**src/rtl/core/ss7rl_pkg.sv**
```systemverilog
// ----------------------------------------------------------------------------
// SS7 routing label codec package
// Format codes, label lengths and the item/result types.
// ----------------------------------------------------------------------------
package ss7rl_pkg;

  typedef enum logic [2:0] {
    FMT_ITU    = 3'd0,
    FMT_ANSI   = 3'd1,
    FMT_ANSI8  = 3'd2,
    FMT_CHINA  = 3'd3,
    FMT_JAPAN  = 3'd4,
    FMT_JAPAN5 = 3'd5
  } fmt_t;

  localparam logic [2:0] LEN_ITU   = 3'd4;
  localparam logic [2:0] LEN_JAPAN = 3'd5;
  localparam logic [2:0] LEN_WIDE  = 3'd7;

  localparam logic MODE_DECODE = 1'b0;

  typedef struct packed {
    logic        mode;
    logic [55:0] label_bytes;
    logic [23:0] dest_code;
    logic [23:0] orig_code;
    logic [7:0]  link_select;
    logic [7:0]  spare;
  } item_t;

  typedef struct packed {
    logic [55:0] label;
    logic [2:0]  label_length;
    logic [23:0] dest_code;
    logic [23:0] orig_code;
    logic [7:0]  link_select;
    logic [2:0]  spare;
    logic        fits_format;
  } result_t;

endpackage

```
**src/rtl/core/ss7rl_codec.sv**
```systemverilog
// ----------------------------------------------------------------------------
// SS7 routing label slicer/packer
// Combinational decode or encode of one routing label in the selected format.
// ----------------------------------------------------------------------------
module ss7rl_codec (
  input  ss7rl_pkg::fmt_t    fmt,
  input  ss7rl_pkg::item_t   item,
  output ss7rl_pkg::result_t res
);
  import ss7rl_pkg::*;

  function automatic logic fit_itu(input logic [23:0] code);
    fit_itu = (code[23:19] == 5'd0) && (code[7:3] == 5'd0);
  endfunction

  function automatic logic fit_jpn(input logic [23:0] code);
    fit_jpn = !code[23] && (code[15:12] == 4'd0) && (code[7:5] == 3'd0);
  endfunction

  // ITU point code: 3-bit zone, 8-bit area, 3-bit signalling point
  function automatic logic [23:0] itu_code(input logic [13:0] p);
    itu_code = {5'd0, p[13:11], p[10:3], 5'd0, p[2:0]};
  endfunction

  // Japan point code: the 16-bit field splits into 7-bit, 4-bit and 5-bit parts
  function automatic logic [23:0] jpn_code(input logic [15:0] p);
    jpn_code = {1'b0, p[15:9], 4'd0, p[8:5], 3'd0, p[4:0]};
  endfunction

  function automatic logic [13:0] pack_itu(input logic [23:0] code);
    pack_itu = fit_itu(code) ? {code[18:16], code[15:8], code[2:0]} : 14'd0;
  endfunction

  function automatic logic [15:0] pack_jpn(input logic [23:0] code);
    pack_jpn = fit_jpn(code) ? {code[22:16], code[11:8], code[4:0]} : 16'd0;
  endfunction

  logic [55:0] lb;
  logic [23:0] dpc;
  logic [23:0] opc;
  logic [7:0]  sls;
  logic [7:0]  spr;
  logic        nib_ok;   // SLS and spare fit 4 bits each
  logic        five_ok;  // SLS fits 5 bits, spare 3 bits

  assign lb      = item.label_bytes;
  assign dpc     = item.dest_code;
  assign opc     = item.orig_code;
  assign sls     = item.link_select;
  assign spr     = item.spare;
  assign nib_ok  = (sls[7:4] == 4'd0) && (spr[7:4] == 4'd0);
  assign five_ok = (sls[7:5] == 3'd0) && (spr[7:3] == 5'd0);

  always_comb begin
    res             = '0;
    res.fits_format = 1'b1;
    unique case (fmt)
      FMT_ITU:                res.label_length = LEN_ITU;
      FMT_JAPAN, FMT_JAPAN5:  res.label_length = LEN_JAPAN;
      default:                res.label_length = LEN_WIDE;
    endcase

    if (item.mode == MODE_DECODE) begin
      unique case (fmt)
        FMT_ITU: begin
          res.dest_code   = itu_code(lb[13:0]);
          res.orig_code   = itu_code(lb[27:14]);
          res.link_select = {4'd0, lb[31:28]};
        end
        FMT_ANSI: begin
          res.dest_code   = lb[23:0];
          res.orig_code   = lb[47:24];
          res.link_select = {3'd0, lb[52:48]};
          res.spare       = lb[55:53];
        end
        FMT_ANSI8: begin
          res.dest_code   = lb[23:0];
          res.orig_code   = lb[47:24];
          res.link_select = lb[55:48];
        end
        FMT_CHINA: begin
          res.dest_code   = lb[23:0];
          res.orig_code   = lb[47:24];
          res.link_select = {4'd0, lb[51:48]};
          res.spare       = lb[54:52];
        end
        FMT_JAPAN: begin
          res.dest_code   = jpn_code(lb[15:0]);
          res.orig_code   = jpn_code(lb[31:16]);
          res.link_select = {4'd0, lb[35:32]};
          res.spare       = lb[38:36];
        end
        FMT_JAPAN5: begin
          res.dest_code   = jpn_code(lb[15:0]);
          res.orig_code   = jpn_code(lb[31:16]);
          res.link_select = {3'd0, lb[36:32]};
          res.spare       = lb[39:37];
        end
        default: ;
      endcase
    end else begin
      unique case (fmt)
        FMT_ITU: begin
          res.fits_format = nib_ok && fit_itu(dpc) && fit_itu(opc);
          res.label = {24'd0, sls[3:0], pack_itu(opc), pack_itu(dpc)};
        end
        FMT_ANSI: begin
          res.fits_format = five_ok;
          res.label = {spr[2:0], sls[4:0], opc, dpc};
        end
        FMT_ANSI8: begin
          res.fits_format = (spr == 8'd0);
          res.label = {sls, opc, dpc};
        end
        FMT_CHINA: begin
          res.fits_format = nib_ok;
          res.label = {spr[3:0], sls[3:0], opc, dpc};
        end
        FMT_JAPAN: begin
          res.fits_format = nib_ok && fit_jpn(dpc) && fit_jpn(opc);
          res.label = {16'd0, spr[3:0], sls[3:0], pack_jpn(opc), pack_jpn(dpc)};
        end
        FMT_JAPAN5: begin
          res.fits_format = five_ok && fit_jpn(dpc) && fit_jpn(opc);
          res.label = {16'd0, spr[2:0], sls[4:0], pack_jpn(opc), pack_jpn(dpc)};
        end
        default: ;
      endcase
    end
  end

endmodule

```
**src/rtl/core/ss7_routing_label_codec.sv**
```systemverilog
// ----------------------------------------------------------------------------
// SS7 routing label codec
// Decodes or encodes MTP3 routing labels in ITU, ANSI, ANSI8, China, Japan
// and Japan5 formats.
// ----------------------------------------------------------------------------
// One label per clock while out_tready is high. Each transfer is latched in
// an input register, sliced or packed by combinational logic, and lands in a
// result register. The two registers form a stall-aware pipeline: while a
// finished result waits on out_tready, one more input is taken into the input
// register, and in_tready then stays low until the result moves on. cfg_wen
// selects the format; write it only with no label in flight. Codes 6 and 7
// are ignored.
module ss7_routing_label_codec (
  input  logic         clk,
  input  logic         rst_n,
  input  logic         cfg_wen,
  input  logic [2:0]   cfg_wdata,
  input  logic         in_tvalid,
  output logic         in_tready,
  // label_bytes[55:0], dest_code_in[79:56], orig_code_in[103:80],
  // link_select_in[111:104], spare_in[119:112]
  input  logic [119:0] in_tdata,
  // mode[0]
  input  logic         in_tuser,
  output logic         out_tvalid,
  input  logic         out_tready,
  // label_out[55:0], label_length[58:56], dest_code_out[82:59],
  // orig_code_out[106:83], link_select_out[114:107], spare_out[117:115],
  // fits_format[118], zero[119]
  output logic [119:0] out_tdata
);
  import ss7rl_pkg::*;

  fmt_t    fmt_r;
  logic    in_valid_r;
  item_t   in_item_r;
  logic    out_valid_r;
  result_t out_res_r;
  result_t res_nxt;
  logic    adv;

  assign adv       = !out_valid_r || out_tready;
  assign in_tready = !in_valid_r || adv;

  always_ff @(posedge clk) begin
    if (!rst_n) begin
      fmt_r <= FMT_ITU;
    end else if (cfg_wen && (cfg_wdata <= FMT_JAPAN5)) begin
      fmt_r <= fmt_t'(cfg_wdata);
    end
  end

  always_ff @(posedge clk) begin
    if (!rst_n) begin
      in_valid_r  <= 1'b0;
      out_valid_r <= 1'b0;
    end else begin
      if (in_tready) begin
        in_valid_r <= in_tvalid;
      end
      if (adv) begin
        out_valid_r <= in_valid_r;
      end
    end
  end

  always_ff @(posedge clk) begin
    if (in_tvalid && in_tready) begin
      in_item_r <= '{mode:        in_tuser,
                     label_bytes: in_tdata[55:0],
                     dest_code:   in_tdata[79:56],
                     orig_code:   in_tdata[103:80],
                     link_select: in_tdata[111:104],
                     spare:       in_tdata[119:112]};
    end
    if (in_valid_r && adv) begin
      out_res_r <= res_nxt;
    end
  end

  ss7rl_codec u_codec (
    .fmt  (fmt_r),
    .item (in_item_r),
    .res  (res_nxt)
  );

  assign out_tvalid = out_valid_r;
  assign out_tdata  = {1'b0, out_res_r.fits_format, out_res_r.spare,
                       out_res_r.link_select, out_res_r.orig_code,
                       out_res_r.dest_code, out_res_r.label_length,
                       out_res_r.label};

endmodule

```
**config.mk**
```make
export PLATFORM = sky130hd
export DESIGN_NAME = ss7_routing_label_codec
export DESIGN_NICKNAME = d
export VERILOG_FILES = /design/src/rtl/core/ss7rl_pkg.sv /design/src/rtl/core/ss7rl_codec.sv /design/src/rtl/core/ss7_routing_label_codec.sv
export SDC_FILE = /design/constraint.sdc
export NUM_CORES = 1
export LEC_CHECK = 0
export BUFFER_PORTS_ARGS = -buffer_cell sky130_fd_sc_hd__buf_2
export CAP_MARGIN = 15
export CORE_MARGIN = 2
export CORE_UTILIZATION = 50
export DETAILED_ROUTE_END_ITERATION = 16
export GPL_ROUTABILITY_DRIVEN = 0
export PLACE_DENSITY = 0.76
export SLEW_MARGIN = 20
export SYNTH_ARGS = -nofsm -noshare
export SYNTH_HDL_FRONTEND = slang
export SYNTH_SLANG_ARGS = --single-unit
```
**constraint.sdc**
```tcl
create_clock -name clk -period 13.24 [get_ports clk]
set_input_delay 1.324 -clock clk [delete_from_list [all_inputs] [get_ports clk]]
set_output_delay 1.324 -clock clk [all_outputs]
set_load 0.01 [all_outputs]
```
==> results.py <==
metrics = {
    "status": {
        "status": "finished, final reports clean",
    },
    "detailed_routing": {
        "wl_per_cell_um": 20.4,
        "vias": 6350,
        "ant_nets": 0,
        "wl_um": 22900,
        "drtIter0Drc": 544,
        "viasPerCell": 5.66,
        "firstDrtPassIters": 7,
        "remaining_drc_errors": 0,
    },
    "layout": {
        "postLayoutCoreUtil_pct": 62.7,
        "layout-drive-gt1-share_pct": 36.4,
        "area_delta_synth_final_pct": 23.0,
        "layout.nets": 997,
    },
    "yosys": {
        "yosysWarnings": 0,
        "synth-edff-count": 239,
        "yosysSeqAreaShare_pct": 76.3,
        "synth_fp_nets": 759,
        "syn-cell-area_mm2": 0.00954,
        "synthFlopType": "edfxtp_1",
        "async_flop_share_pct": 0,
        "ys_types": 45,
        "synth.avg_cell_area_um2": 15.1,
        "syn_inst": 630,
        "synth-seq-cells": 244,
    },
    "power": {
        "power.leakage_nw": 4.45,
        "peakVddDrop_mv": 0.0835,
        "p_per_area_mw_per_mm2": 148,
    },
    "clocking": {
        "clk_latency_ps": 510,
        "cts_buffers": 24,
        "htreeDepth": 1,
        "ctsHoldBuffers": 0,
        "cts_tree": "built",
        "clkSlewWorstSetupHoldPaths_ps": 60,
        "cts.sinks": 244,
        "cts_setup_buffers": 0,
        "clk_path_buf_depth": 3,
        "cts_resized": 0,
        "root_buffer": "clkbuf_16",
    },
    "timing": {
        "final_hold_viol_count": 0,
        "setup_viol": 0,
        "post-route-min-period_ps": 3320,
        "timing.fmax_mhz": 301,
        "worstMarginPinSlew_ps": 994,
        "finClkSkew_ps": 11.8,
        "rsz0062_at_grt": "false",
        "slew_headroom_pct": 33.4,
        "fin_crit_sh_pct": 25.1,
        "slew_viol_final": 0,
        "fin_setup_tns_ps": 0,
    },
    "setup_path": {
        "worstPathCellList": "buf_2 > nor2b_1 > nand2_1 > buf_2",
        "cp_data_required_time_ps": 11920,
        "critical_path.endpoint_type": "output port",
        "cp_slowest_cell": "nor2b_1",
        "start_kind": "input port",
        "crit_family": "simple AND/OR/NAND/NOR gates",
        "cpPeakStageDelay_ps": 300,
        "worstPathMaxFanout": 4,
        "crit_top_cell": "buf_2",
        "worst-setup-path-type": "in -> out",
        "worst-path-buf-inv": 2,
        "arrival_ps": 1990,
    },
    "grt": {
        "grt_use_total_pct": 22.0,
        "grt_pass1_vias": 6067,
        "overflow": 0,
        "grt_pass1_wl_um": 33900,
        "grt_max_degree": 76,
        "antenna_found_initial": 3,
    },
    "die": {
        "io_pins": 251,
        "start_util_pct": 51.0,
        "coreArea_mm2": 0.0187,
        "fp.dieArea_mm2": 0.0202,
        "die-width_um": 142,
        "rows": 50,
        "die_h_um": 142,
    },
    "placement": {
        "port_buffers": 248,
        "hpwlAfterDp_um": 15500,
    },
    "worst_hold_path": {
        "hold_path_class": "reg -> reg",
    },
    "run": {
        "drv_cap": 0,
    },
}
metal layers:
layer | track usage, % | vias up | share of wire [%]
met5 | 0 | - | 0
met4 | 8.16 | 0 | 2.7
met3 | 3.67 | 41 | 6.9
met2 | 36.1 | 326 | 50
met1 | 29.9 | 3081 | 40
li1 | - | 2902 | -
flip-flops by register name, indices dropped and copies added, names as in the netlist:
signal	count
fmt_r	3
in_item_r	121
in_valid_r	1
out_tdata	118
out_tvalid	1
synth_stat cells, types with 2 or more instances:
cell type / number / share of area, %
a21oi_1: 46 / 2.4
a222oi_1: 11 / 1.2
a22oi_1: 57 / 4.5
and2_1: 22 / 1.4
and3_1: 15 / 0.98
buf_1: 2 / 0.079
buf_2: 14 / 0.73
buf_4: 4 / 0.31
clkbuf_1: 21 / 0.83
conb_1: 2 / 0.079
dfxtp_1: 5 / 1.0
edfxtp_1: 239 / 75
inv_1: 3 / 0.12
mux2i_1: 13 / 1.4
nand2_1: 40 / 1.6
nand2b_1: 4 / 0.26
nand3_1: 3 / 0.16
nor2_1: 55 / 2.2
nor2b_1: 7 / 0.46
nor3_1: 2 / 0.10
nor3_4: 2 / 0.34
nor4_1: 4 / 0.26
o21ai_0: 10 / 0.52
o221a_2: 2 / 0.24
o22a_1: 2 / 0.18
o22ai_1: 4 / 0.26
or2_2: 19 / 1.2
or3_1: 3 / 0.20
or4_1: 3 / 0.24
final cells by class:
type                            instances  area, um^2
Multi-Input combinational cell        340        2080
Antenna cell                            4        10.0
Fill cell                            1436        6970
Clock buffer                           29         641
Sequential cell                       244        7280
Tap cell                              234         293
Clock inverter                         13         131
Inverter                                4        15.0
Timing Repair Buffer                  254        1290
layout by cell type, fill, tap and decap left out, drive strengths merged, types with 7 or more instances in the layout:
| cell | n |
|---|---|
| a21oi | 46 |
| a222oi | 11 |
| a22oi | 57 |
| and2 | 22 |
| and3 | 15 |
| buf | 254 |
| clkbuf | 29 |
| clkinv | 10 |
| edfxtp | 239 |
| mux2i | 13 |
| nand2 | 40 |
| nor2 | 56 |
| nor2b | 7 |
| o21ai | 10 |
| or2 | 19 |
path summary, 6_finish.rpt:
kind	start	to	slack [ps]	cells after the start
max	out_tready	in_tready	9920	4
min	in_item_r[64]	out_tdata[59]	520	1
max reg2reg	fmt_r[0]	out_tdata[78]	10240	5
min reg2reg	in_item_r[64]	out_tdata[59]	520	1
where the power goes:
| part | internal (W) | total (W) | switching, W | leakage (nW) |
|---|---|---|---|---|
| Clock | 0.000400 | 0.000670 | 0.000270 | 0.378 |
| Sequential | 0.000900 | 0.000926 | 0.0000256 | 2.32 |
| Combinational | 0.0000545 | 0.000137 | 0.0000825 | 1.74 |
| Total | 0.00135 | 0.00173 | 0.000378 | 4.45 |
logic make-up after synthesis:
family                    Yosys count  synth area share, %
DFF                               244                 76.3
other                               2               0.0787
buffers and inverters              46                 2.23
AOI/OAI and AO/OA                 138                 9.80
muxes                              13                 1.36
xor gates and xnor gates            1               0.0918
and+or+nand+nor                   186                 10.2
worst register-to-register path, delay by kind of cell, from the launching register on:
| family | cells | cell delay, ps |
|---|---|---|
| AO/OA/AOI/OAI | 1 | 190 |
| flip-flops | 1 | 900 |
| AND/OR/NAND/NOR | 3 | 1190 |
| buffers and inverters | 1 | 550 |
metrics by stage:
| step | cell area, um^2 | total power [W] | setup slack, ps | instances | hold slack [ps] |
|---|---|---|---|---|---|
| floorplan | 9540 | 0.00102 | 6010 | 630 | 477 |
| global placement | 10900 | 0.00107 | 9820 | 1076 | 502 |
| detailed placement | 10900 | 0.00108 | 9760 | 1076 | 503 |
| CTS | 11700 | 0.00174 | 9910 | 1118 | 517 |
| global route | 11700 | 0.00179 | 9820 | 1121 | 531 |
| finish | 11700 | 0.00173 | 9920 | 1122 | 516 |
No activity file was read; power rests on OpenSTA's default activity.
